**src/rtl/core/rld_pkg.sv**
```systemverilog
// shared types and constants for the run-length decoder
`timescale 1ns / 1ps
package rld_pkg;

  localparam int BYTE_W     = 8;
  localparam int ELEM_W     = 64;
  localparam int CNT_W      = 32;
  localparam int TOTAL_W    = 40;
  localparam int HDR_W      = 32;
  localparam int POS_W      = 3;
  localparam int EB_W       = 4;
  localparam int HB_W       = 3;
  localparam int PROD_W     = CNT_W + EB_W;
  localparam int CFG_IDX_W  = 8;
  localparam int CFG_DATA_W = 8;
  localparam int OUT_DATA_W = ELEM_W + CNT_W + TOTAL_W;

  localparam logic [EB_W-1:0] MAX_ELEMENT_BYTES = 4'd8;
  localparam logic [HB_W-1:0] MAX_HEADER_BYTES  = 3'd4;
  localparam logic [EB_W-1:0] EB_RESET          = 4'd1;
  localparam logic [HB_W-1:0] HB_RESET          = 3'd1;
  localparam logic [TOTAL_W-1:0] TOTAL_MAX      = {TOTAL_W{1'b1}};

  // configuration register indexes
  localparam logic [CFG_IDX_W-1:0] REG_ELEMENT_BYTES = 8'd0;
  localparam logic [CFG_IDX_W-1:0] REG_HEADER_BYTES  = 8'd1;

  typedef struct packed {
    logic [EB_W-1:0] element_bytes;
    logic [HB_W-1:0] header_bytes;
  } cfg_t;

  typedef struct packed {
    logic [ELEM_W-1:0]  element;
    logic [CNT_W-1:0]   repeat_count;
    logic               is_last;
    logic               truncated;
    logic [TOTAL_W-1:0] total_bytes;
  } result_t;

endpackage

```
**src/rtl/core/rld_decode.sv**
```systemverilog
// input register, token state and single-pass decode of one byte
`timescale 1ns / 1ps
module rld_decode (
  input  logic                  clk,
  input  logic                  rst,
  input  logic                  s_axis_tvalid,
  output logic                  s_axis_tready,
  input  logic [7:0]            s_axis_tdata,
  input  logic                  s_axis_tlast,
  input  rld_pkg::cfg_t         cfg,
  input  logic                  core_ready,
  output logic                  push,
  output rld_pkg::result_t      res
);
  import rld_pkg::*;

  // input register
  logic              s1_valid;
  logic [BYTE_W-1:0] s1_byte;
  logic              s1_eos;

  // token state
  logic               in_element_phase;
  logic [POS_W-1:0]   byte_position;
  logic [HDR_W-1:0]   header_accumulator;
  logic [ELEM_W-1:0]  element_accumulator;
  logic               repeat_mode;
  logic [CNT_W-1:0]   literals_remaining;
  logic [TOTAL_W-1:0] byte_total;

  logic               in_element_phase_next;
  logic [POS_W-1:0]   byte_position_next;
  logic [HDR_W-1:0]   header_accumulator_next;
  logic [ELEM_W-1:0]  element_accumulator_next;
  logic               repeat_mode_next;
  logic [CNT_W-1:0]   literals_remaining_next;
  logic [TOTAL_W-1:0] byte_total_next;

  logic                advance;
  logic                has_result;
  logic [EB_W-1:0]     eb;
  logic [HB_W-1:0]     hb;
  logic [POS_W:0]      np;
  logic [HDR_W-1:0]    hacc_new;
  logic [ELEM_W-1:0]   eacc_new;
  logic                hdr_top;
  logic [CNT_W-1:0]    hdr_rest;
  logic [CNT_W-1:0]    cnt;
  logic [CNT_W-1:0]    lit_dec;
  logic                token_done;
  logic [PROD_W-1:0]   prod;
  logic [TOTAL_W:0]    sum;
  logic [TOTAL_W-1:0]  total_new;

  assign advance       = s1_valid & core_ready;
  assign s_axis_tready = ~s1_valid | core_ready;
  assign push          = advance & has_result;

  // effective sizes: zero acts as one, large values clamp
  always_comb begin
    if (cfg.element_bytes == '0) begin
      eb = EB_W'(1);
    end else if (cfg.element_bytes > MAX_ELEMENT_BYTES) begin
      eb = MAX_ELEMENT_BYTES;
    end else begin
      eb = cfg.element_bytes;
    end
    if (cfg.header_bytes == '0) begin
      hb = HB_W'(1);
    end else if (cfg.header_bytes > MAX_HEADER_BYTES) begin
      hb = MAX_HEADER_BYTES;
    end else begin
      hb = cfg.header_bytes;
    end
  end

  // byte merge into accumulators
  assign np       = {1'b0, byte_position} + (POS_W+1)'(1);
  assign hacc_new = header_accumulator |
                    (HDR_W'(s1_byte) << {byte_position[1:0], 3'b000});
  assign eacc_new = element_accumulator |
                    (ELEM_W'(s1_byte) << {byte_position, 3'b000});

  // header split: top bit selects repeat, rest is count minus one
  always_comb begin
    case (hb)
      3'd1: begin
        hdr_top  = hacc_new[7];
        hdr_rest = CNT_W'(hacc_new[6:0]);
      end
      3'd2: begin
        hdr_top  = hacc_new[15];
        hdr_rest = CNT_W'(hacc_new[14:0]);
      end
      3'd3: begin
        hdr_top  = hacc_new[23];
        hdr_rest = CNT_W'(hacc_new[22:0]);
      end
      default: begin
        hdr_top  = hacc_new[31];
        hdr_rest = CNT_W'(hacc_new[30:0]);
      end
    endcase
  end

  // element count and running total
  assign cnt        = repeat_mode ? literals_remaining : CNT_W'(1);
  assign lit_dec    = literals_remaining - CNT_W'(1);
  assign token_done = repeat_mode | (lit_dec == '0);
  assign prod       = PROD_W'(cnt) * PROD_W'(eb);
  assign sum        = {1'b0, byte_total} + (TOTAL_W+1)'(prod);
  assign total_new  = sum[TOTAL_W] ? TOTAL_MAX : sum[TOTAL_W-1:0];

  // next state and result for the byte in the input register
  always_comb begin
    in_element_phase_next    = in_element_phase;
    byte_position_next       = byte_position;
    header_accumulator_next  = header_accumulator;
    element_accumulator_next = element_accumulator;
    repeat_mode_next         = repeat_mode;
    literals_remaining_next  = literals_remaining;
    byte_total_next          = byte_total;
    has_result               = 1'b0;
    res.element              = '0;
    res.repeat_count         = '0;
    res.is_last              = 1'b1;
    res.truncated            = 1'b1;
    res.total_bytes          = byte_total;

    if (!in_element_phase) begin
      if (np >= (POS_W+1)'(hb)) begin
        repeat_mode_next        = hdr_top;
        literals_remaining_next = hdr_rest + CNT_W'(1);
        header_accumulator_next = '0;
        element_accumulator_next = '0;
        byte_position_next      = '0;
        in_element_phase_next   = 1'b1;
      end else begin
        header_accumulator_next = hacc_new;
        byte_position_next      = np[POS_W-1:0];
      end
      has_result = s1_eos;
    end else if (np < (POS_W+1)'(eb)) begin
      element_accumulator_next = eacc_new;
      byte_position_next       = np[POS_W-1:0];
      has_result               = s1_eos;
    end else if (s1_eos && !token_done) begin
      has_result = 1'b1;
    end else begin
      has_result               = 1'b1;
      res.element              = eacc_new;
      res.repeat_count         = cnt;
      res.is_last              = s1_eos;
      res.truncated            = 1'b0;
      res.total_bytes          = total_new;
      byte_total_next          = total_new;
      element_accumulator_next = '0;
      byte_position_next       = '0;
      if (token_done) begin
        in_element_phase_next   = 1'b0;
        repeat_mode_next        = 1'b0;
        literals_remaining_next = '0;
      end else begin
        literals_remaining_next = lit_dec;
      end
    end

    // any end of stream returns to a fresh stream
    if (s1_eos) begin
      in_element_phase_next    = 1'b0;
      byte_position_next       = '0;
      header_accumulator_next  = '0;
      element_accumulator_next = '0;
      repeat_mode_next         = 1'b0;
      literals_remaining_next  = '0;
      byte_total_next          = '0;
    end
  end

  // input register load
  always_ff @(posedge clk) begin
    if (rst) begin
      s1_valid <= 1'b0;
    end else if (s_axis_tready) begin
      s1_valid <= s_axis_tvalid;
    end
    if (s_axis_tready) begin
      s1_byte <= s_axis_tdata;
      s1_eos  <= s_axis_tlast;
    end
  end

  // state update once the byte leaves the input register
  always_ff @(posedge clk) begin
    if (rst) begin
      in_element_phase    <= 1'b0;
      byte_position       <= '0;
      header_accumulator  <= '0;
      element_accumulator <= '0;
      repeat_mode         <= 1'b0;
      literals_remaining  <= '0;
      byte_total          <= '0;
    end else if (advance) begin
      in_element_phase    <= in_element_phase_next;
      byte_position       <= byte_position_next;
      header_accumulator  <= header_accumulator_next;
      element_accumulator <= element_accumulator_next;
      repeat_mode         <= repeat_mode_next;
      literals_remaining  <= literals_remaining_next;
      byte_total          <= byte_total_next;
    end
  end

endmodule

```
**src/rtl/core/rld_out_skid.sv**
```systemverilog
// output register with a skid stage for the result channel
`timescale 1ns / 1ps
module rld_out_skid (
  input  logic                    clk,
  input  logic                    rst,
  input  logic                    push,
  input  rld_pkg::result_t        res,
  output logic                    core_ready,
  output logic                    m_axis_tvalid,
  input  logic                    m_axis_tready,
  output rld_pkg::result_t        out_res
);
  import rld_pkg::*;

  logic    out_valid;
  logic    skid_valid;
  result_t skid_res;

  assign core_ready    = ~skid_valid;
  assign m_axis_tvalid = out_valid;

  // main register refills from the skid stage first
  always_ff @(posedge clk) begin
    if (rst) begin
      out_valid  <= 1'b0;
      skid_valid <= 1'b0;
    end else if (out_valid && !m_axis_tready) begin
      if (push) begin
        skid_valid <= 1'b1;
      end
    end else if (skid_valid) begin
      out_valid  <= 1'b1;
      skid_valid <= 1'b0;
    end else begin
      out_valid <= push;
    end
  end

  // payload, no reset
  always_ff @(posedge clk) begin
    if (out_valid && !m_axis_tready) begin
      if (push) begin
        skid_res <= res;
      end
    end else if (skid_valid) begin
      out_res <= skid_res;
    end else if (push) begin
      out_res <= res;
    end
  end

endmodule

```
**src/rtl/core/rle_literal_run_decoder_top.sv**
```systemverilog
// top level of the run-length decoder with literal runs
//
// byte stream in on s_axis: one encoded byte per beat, tlast on the final
// byte of a stream. results out on m_axis: one decoded element per beat
// with its repeat count and running byte total; tlast closes the stream,
// tuser flags a stream that ended inside a token (discard that stream).
// the user must write element_bytes and header_bytes over the cfg port only while
// idle; the block itself does not enforce it. cfg_ready is always high.
// throughput: one byte per cycle while m_axis does not stall; all decode work
// is one pass of logic between the input register and the output register.
// a byte that yields a result passes the input register and then the output
// register (by way of the skid stage when m_axis stalls) on its way to m_axis.
// reset clears the token state, byte total and all valid flags, and sets
// both sizes to one byte.
// when m_axis stalls, the skid stage takes one more result, then
// s_axis_tready drops once the input register is also held.
`timescale 1ns / 1ps
module rle_literal_run_decoder_top (
  input  logic                            clk,
  input  logic                            rst,
  input  logic                            cfg_valid,
  output logic                            cfg_ready,
  input  logic [rld_pkg::CFG_IDX_W-1:0]   cfg_index,
  input  logic [rld_pkg::CFG_DATA_W-1:0]  cfg_data,
  input  logic                            s_axis_tvalid,
  output logic                            s_axis_tready,
  input  logic [rld_pkg::BYTE_W-1:0]      s_axis_tdata,   // in_byte
  input  logic                            s_axis_tlast,
  output logic                            m_axis_tvalid,
  input  logic                            m_axis_tready,
  output logic [rld_pkg::OUT_DATA_W-1:0]  m_axis_tdata,   // element, repeat_count, total_bytes
  output logic                            m_axis_tlast,
  output logic [0:0]                      m_axis_tuser    // truncated
);
  import rld_pkg::*;

  cfg_t    cfg;
  logic    core_ready;
  logic    push;
  result_t res;
  result_t out_res;

  assign cfg_ready = 1'b1;

  // configuration registers
  always_ff @(posedge clk) begin
    if (rst) begin
      cfg.element_bytes <= EB_RESET;
      cfg.header_bytes  <= HB_RESET;
    end else if (cfg_valid) begin
      case (cfg_index)
        REG_ELEMENT_BYTES: cfg.element_bytes <= cfg_data[EB_W-1:0];
        REG_HEADER_BYTES:  cfg.header_bytes  <= cfg_data[HB_W-1:0];
        default: ;
      endcase
    end
  end

  rld_decode u_decode (
    .clk           (clk),
    .rst           (rst),
    .s_axis_tvalid (s_axis_tvalid),
    .s_axis_tready (s_axis_tready),
    .s_axis_tdata  (s_axis_tdata),
    .s_axis_tlast  (s_axis_tlast),
    .cfg           (cfg),
    .core_ready    (core_ready),
    .push          (push),
    .res           (res)
  );

  rld_out_skid u_out (
    .clk           (clk),
    .rst           (rst),
    .push          (push),
    .res           (res),
    .core_ready    (core_ready),
    .m_axis_tvalid (m_axis_tvalid),
    .m_axis_tready (m_axis_tready),
    .out_res       (out_res)
  );

  // output beat packing
  assign m_axis_tdata = {out_res.total_bytes, out_res.repeat_count, out_res.element};
  assign m_axis_tlast = out_res.is_last;
  assign m_axis_tuser = out_res.truncated;

  // a truncation beat closes the stream and carries no count
  a_trunc_shape: assert property (@(posedge clk) disable iff (rst)
    m_axis_tvalid && m_axis_tuser[0] |-> m_axis_tlast && out_res.repeat_count == '0)
    else $error("truncation beat malformed");

  // a good element always has a nonzero count
  a_count_nonzero: assert property (@(posedge clk) disable iff (rst)
    m_axis_tvalid && !m_axis_tuser[0] |-> out_res.repeat_count != '0)
    else $error("element beat with zero count");

  // skid stage only fills behind a held output register
  a_skid_behind_out: assert property (@(posedge clk) disable iff (rst)
    !core_ready |-> m_axis_tvalid)
    else $error("skid stage full with empty output");

endmodule
```
**config.mk**
```make
export PLATFORM = sky130hd
export DESIGN_NAME = rle_literal_run_decoder_top
export DESIGN_NICKNAME = d
export VERILOG_FILES = /design/src/rtl/core/rld_pkg.sv /design/src/rtl/core/rld_decode.sv /design/src/rtl/core/rld_out_skid.sv /design/src/rtl/core/rle_literal_run_decoder_top.sv
export SDC_FILE = /design/constraint.sdc
export NUM_CORES = 1
export LEC_CHECK = 0
export ABC_AREA = 1
export BUFFER_PORTS_ARGS = -buffer_cell sky130_fd_sc_hd__clkbuf_2
export CAP_MARGIN = 20
export CELL_PAD_IN_SITES_DETAIL_PLACEMENT = 1
export CELL_PAD_IN_SITES_GLOBAL_PLACEMENT = 2
export CORE_MARGIN = 1
export CORE_UTILIZATION = 25
export CTS_CLUSTER_SIZE = 14
export DETAILED_ROUTE_END_ITERATION = 7
export PLACE_DENSITY = 0.63
export SYNTH_ARGS = -nofsm -noshare
export SYNTH_HDL_FRONTEND = slang
export SYNTH_HIERARCHICAL = 1
export SYNTH_SLANG_ARGS = --single-unit
```
**constraint.sdc**
```tcl
create_clock -name clk -period 9.1 [get_ports clk]
set_clock_uncertainty 0.15 [all_clocks]
set_input_delay 1.82 -clock clk [delete_from_list [all_inputs] [get_ports clk]]
set_output_delay 1.82 -clock clk [all_outputs]
set_load 0.03 [all_outputs]
```
== Word level (Yosys, flattened, before mapping) ==
Cells that the tools add are included.

* $add $sub $neg: 4
* $mul: 1
* Magnitude comparators: 4
* Eq/ne operators: 11
* Shift-type cells: 2
* Muxes and demuxes: 51
* Bitwise logic cells: 9
* Reductions and logical operators: 22

{| class="wikitable"
|+ Operator list
! operator !! count
|-
| 138-bit 2-to-1 mux || 5
|-
| 32-bit 2-to-1 mux || 10
|-
| 64-bit 2-to-1 mux || 5
|-
| 40-bit 2-to-1 mux || 5
|-
| 31-bit case mux with 3 select lines || 1
|-
| 64-bit bitwise OR || 1
|-
| 8-bit by 6-bit left shift with 64-bit output || 1
|-
| 40-bit by 36-bit adder with 41-bit output || 1
|-
| 32-bit by 4-bit multiplier with 36-bit output || 1
|-
| 31-bit by 1-bit adder with 32-bit output (second input constant) || 1
|-
| 32-bit zero test || 1
|-
| 32-bit bitwise OR || 1
|-
| 8-bit by 5-bit left shift with 32-bit output || 1
|-
| 32-bit by 1-bit subtractor with 32-bit output (second input constant) || 1
|-
| 3-bit 2-to-1 mux || 7
|-
| 1-bit 2-to-1 mux || 15
|-
| 2-bit AND reduction || 6
|-
| 3-bit by 2-bit != test with 1-bit output (second input constant) || 3
|-
| 8-bit by 1-bit equality test with 1-bit output (second input constant) || 1
|-
| 8-bit zero test || 1
|-
| 4-bit 2-to-1 mux || 2
|-
| 4-bit AND reduction || 2
|-
| 3-bit by 2-bit equality test with 1-bit output (second input constant) || 2
|-
| 2-bit by 1-bit != test with 1-bit output (second input constant) || 3
|-
| 20 further kinds || 27
|}

* Register bits after elaboration: 468
* Bits of input ports: 30
* Output and inout bits: 141
* Logic and storage cells: 128

== Logic depth before layout (Yosys ltp) ==
* Word-level depth: 11
* Mapped depth: 27

== Cells and area by module ==
Netlist, hierarchy kept.

{| class="wikitable"
|+ By module, submodules not included
! module !! times used !! cells each !! area an instance (sq um)
|-
| rld_decode || 1 || 2617 || 16300.6
|-
| rld_out_skid || 1 || 733 || 10162.2
|-
| rle_literal_run_decoder_top || 1 || 53 || 365.4
|}

== Worst setup path after synthesis ==
No wires, ideal clock.

* Path type: register -> register
* Start: register cfg[6] (netlist name)
* End: register u_out/out_res[0] (netlist name)
* Setup time: 681 ps
* Arrival: 8545 ps
* Slack: -276 ps
* Cell stages (with the launch flop): 15
* Path through: dfxtp_1 nor2_1 inv_1 clkbuf_1 ha_1 o21ai_1 nand2_1 nand3_1 o211a_1 nand2_1 nand3_1 clkbuf_1 inv_1 nor2_1 a21oi_1

* Longest elaborated chain between the ends: 9

{| class="wikitable"
|+ RTL lines
! what !! line !! source
|-
| 4-bit > comparator || rld_decode.sv:63 || <nowiki>end else if (cfg.element_bytes > MAX_ELEMENT_BYTES) begin</nowiki>
|-
| 4-bit 2-to-1 mux || rld_decode.sv:63 ||
|-
| 4-bit 2-to-1 mux (*) || rld_decode.sv:61 || <nowiki>if (cfg.element_bytes == '0) begin</nowiki>
|-
| 4-bit less-than comparator (*) || rld_decode.sv:143 || <nowiki>end else if (np < (POS_W+1)'(eb)) begin</nowiki>
|-
| 1-bit 2-to-1 mux (*) || rld_decode.sv:143 ||
|-
| 1-bit 2-to-1 mux (*) || rld_decode.sv:130 || <nowiki>if (!in_element_phase) begin</nowiki>
|-
| 1-bit bitwise AND (*) || rld_decode.sv:57 || <nowiki>assign push = advance & has_result;</nowiki>
|-
| net push || rle_literal_run_decoder_top.sv:39 || <nowiki>logic push;</nowiki>
|-
| 2-bit nonzero test (no line) (*) || -- ||
|-
| 2-bit AND reduction (no line) (*) || -- ||
|}

Mark *: on every way through the listed nets, which the timed path passes. The rest lies on a longest branch.
A chain may end at the register's enable or synchronous reset.

==> flow_metrics.py <==
metrics = {
    "status": {
        "status": "finished, final reports clean",
    },
    "cells_and_area": {
        "register_area_um2": 12200,
        "stdcell_count": 4956,
        "nFillCells": 12800,
        "utilization_pct": 29.1,
        "drive_above_1_share_pct": 9.62,
        "nets": 3696,
        "insertedDiodeCount": 0,
        "final_cell_mix": "nand2_1, nor2_1, inv_1",
        "final_common_cell": "nand2_1",
        "multi_input_area_um2": 12400,
        "syn_to_final_growth_pct": 14.9,
    },
    "placed_design": {
        "place_ws_ns": 2.26,
        "place.gp.congestion": 0.816,
        "hpwl_mm": 67.5,
        "dpl.cell_count": 4846,
        "io_buffers": 165,
    },
    "routing": {
        "wl_mm": 92.2,
        "first_pass_iters": 5,
        "wire_per_inst_um": 18.6,
        "vias": 22314,
        "antenna_left": 0,
        "drc": 0,
        "drtIter0Drc": 1254,
        "viasPerCell": 4.50,
    },
    "logic_synthesis": {
        "synth_ff_type": "edfxtp_1",
        "yosys_warnings": 6,
        "yosysUniqueCellTypes": 51,
        "async_reset_ff_share_pct": 0,
        "synth_top_area_share_pct": 31.9,
        "ys_seq_elements": 468,
        "synth_area_um2": 26800,
        "synth-edff-count": 285,
        "yosys.area.top_type": "edfxtp_1",
        "yosys-top-cells-area": "edfxtp_1, nand2_1, dfxtp_1",
        "syn_inst": 3403,
        "ys_seq_area_share_pct": 45.6,
        "synth_area_per_cell_um2": 7.88,
        "syn-num-nets": 3582,
    },
    "floorplanning": {
        "core_area_um2": 106000,
        "die_w_um": 330,
        "fp.dieArea_um2": 109000,
        "die_y_um": 330,
        "pin_count": 171,
        "start_util_pct": 25.3,
        "rows": 119,
    },
    "clock_tree": {
        "path_clk_slew_ns": 0.06,
        "cts.repair.resized": 0,
        "cts_setup_buffers": 0,
        "clock_latency_ns": 0.69,
        "cts-buffers-inserted": 57,
        "clock_path_buffers": 3,
        "postCtsHoldBufs": 0,
        "ctsRootBufferMaster": "clkbuf_16",
        "cts.sinks": 468,
        "htree_levels": 2,
        "cts_tree": "done",
    },
    "pwr": {
        "p_leak_nw": 12.7,
        "ir_drop_mv": 0.176,
        "cellPowerDensity_nw_per_um2": 159,
    },
    "timing": {
        "finalWorstSetupSlack_ns": 2.13,
        "holdWs_ns": 0.309,
        "fmax_mhz": 143,
        "setup_viol": 0,
        "worstMarginPinSlew_ns": 0.997,
        "drv_slew": 0,
        "finalCritPeriodShare_pct": 76.6,
        "fin_tns_setup_ns": 0,
        "slew_headroom_pct": 33.4,
        "fin_crit_ns": 6.97,
        "rsz0062_at_grt": "false",
        "hold_viol_final": 0,
    },
    "critical_path": {
        "path_class": "flip-flop to flip-flop",
        "crit_required_ns": 9.38,
        "start_kind": "flip-flop",
        "endpoint_kind": "flip-flop",
        "crit_arrival_ns": 7.25,
        "cp_max_fo": 36,
        "r2r_start": "cfg[6]",
        "crit_start": "cfg[6]",
    },
    "global_route": {
        "grt_pass1_wl_mm": 143,
        "grt_max_degree": 139,
        "grt_antenna_before_repair": 0,
        "overflow": 0,
        "grt_usage_pct": 17.2,
        "grt_pass1_vias": 23039,
    },
    "hold_path": {
        "hold_start": "u_decode/header_accumulator[24]",
        "hp-class": "flip-flop to flip-flop",
    },
    "flow_run": {
        "cap_viol_max_count": 0,
    },
}
[where the power goes]
| group | internal [mW] | leakage (nW) | total, mW | switching (mW) |
|---|---|---|---|---|
| clock | 1.32 | 0.911 | 2.31 | 0.990 |
| sequential | 2.26 | 4.10 | 2.29 | 0.0230 |
| combinational | 0.0760 | 7.67 | 0.312 | 0.236 |
| total | 3.66 | 12.7 | 4.91 | 1.25 |
[cell usage after synthesis (6+ instances only)]
cell type / instances
a211oi_1: 27
buf_4: 7
nor2_2: 11
xor2_1: 21
buf_1: 9
xnor2_1: 15
clkbuf_1: 69
nand4_1: 22
a21oi_1: 190
buf_2: 29
inv_1: 369
ha_1: 56
nand3b_1: 7
o21ai_0: 128
o21ai_2: 17
nor3_1: 28
clkinv_1: 6
nand2_1: 1002
inv_2: 13
nor2_1: 570
o21ai_1: 6
a31oi_1: 10
edfxtp_1: 285
nand3_1: 160
fa_1: 93
dfxtp_1: 183
buf_6: 18
[worst max-delay path: stages (launching register included)]
cell and delay, ns:
dfxtp_1 0.56, nor2_1 0.16, inv_1 0.46, buf_4 0.39
nor2_1 0.11, fa_1 0.52, fa_1 0.59, inv_1 0.06
fa_1 0.50, inv_1 0.04, ha_1 0.37, a21oi_1 0.26
inv_1 0.06, a31oi_1 0.27, o21ai_0 0.22, inv_1 0.09
nand2_1 0.07, nand2_1 0.06, nand3_1 0.24, inv_2 0.72
nand2_1 0.16, nand2_1 0.10, o21ai_0 0.29, nand2_1 0.17
nand2_1 0.07
[logic make-up after synthesis]
kind of cell             share of synthesized area [%]
other                                           0.0140
buffers and inverters                             8.25
AND/OR/NAND/NOR                                   27.2
AO/OA/AOI/OAI                                     8.25
XOR/XNOR                                          1.18
flip-flops                                        45.6
adder cells (fa/ha/maj)                           9.55
[final cells by class]
class,count,area share [%]
tap,1391,5.64
timing repair buffer,191,3.55
multi-input combinational,2411,40.3
clock buffer,77,5.03
inverter,388,4.73
clock inverter,30,1.09
sequential,468,39.7
[metrics by stage]
| stage | instance area [um2] | total power [mW] |
|---|---|---|
| after detailed placement | 28900 | 2.64 |
| after global placement | 28900 | 2.64 |
| after CTS | 30800 | 5.00 |
| after floorplan | 26800 | 2.54 |
| after global routing | 30800 | 5.10 |
| final | 30800 | 4.91 |
[metal layers]
| metal | vias to the layer above | wire length, um | global-route usage [%] |
|---|---|---|---|
| met5 | - | 0 | 0 |
| met4 | 0 | 2380 | 5.15 |
| met3 | 99 | 2900 | 1.99 |
| met2 | 333 | 41000 | 27.0 |
| met1 | 10800 | 45900 | 24.6 |
| li1 | 11082 | - | - |
[sequential cells by signal (all words and copies together) (netlist names), 3 cells and up]
| register | cells |
|---|---|
| cfg | 7 |
| u_decode/byte_position | 3 |
| u_decode/byte_total | 40 |
| u_decode/element_accumulator | 64 |
| u_decode/header_accumulator | 32 |
| u_decode/literals_remaining | 32 |
| u_decode/s1_byte | 8 |
| u_out/out_res | 138 |
| u_out/skid_res | 138 |
[final timing paths]
path | to | cells past startpoint | slack, ns
worst min-delay path | u_decode/header_accumulator[24] | 2 | 0.31
worst min register to register | u_decode/header_accumulator[24] | 2 | 0.31
worst max-delay path | u_out/out_res[4] | 24 | 2.13
worst max register to register | u_out/out_res[4] | 24 | 2.13
Note: power is estimated with default switching activity, not from simulation.
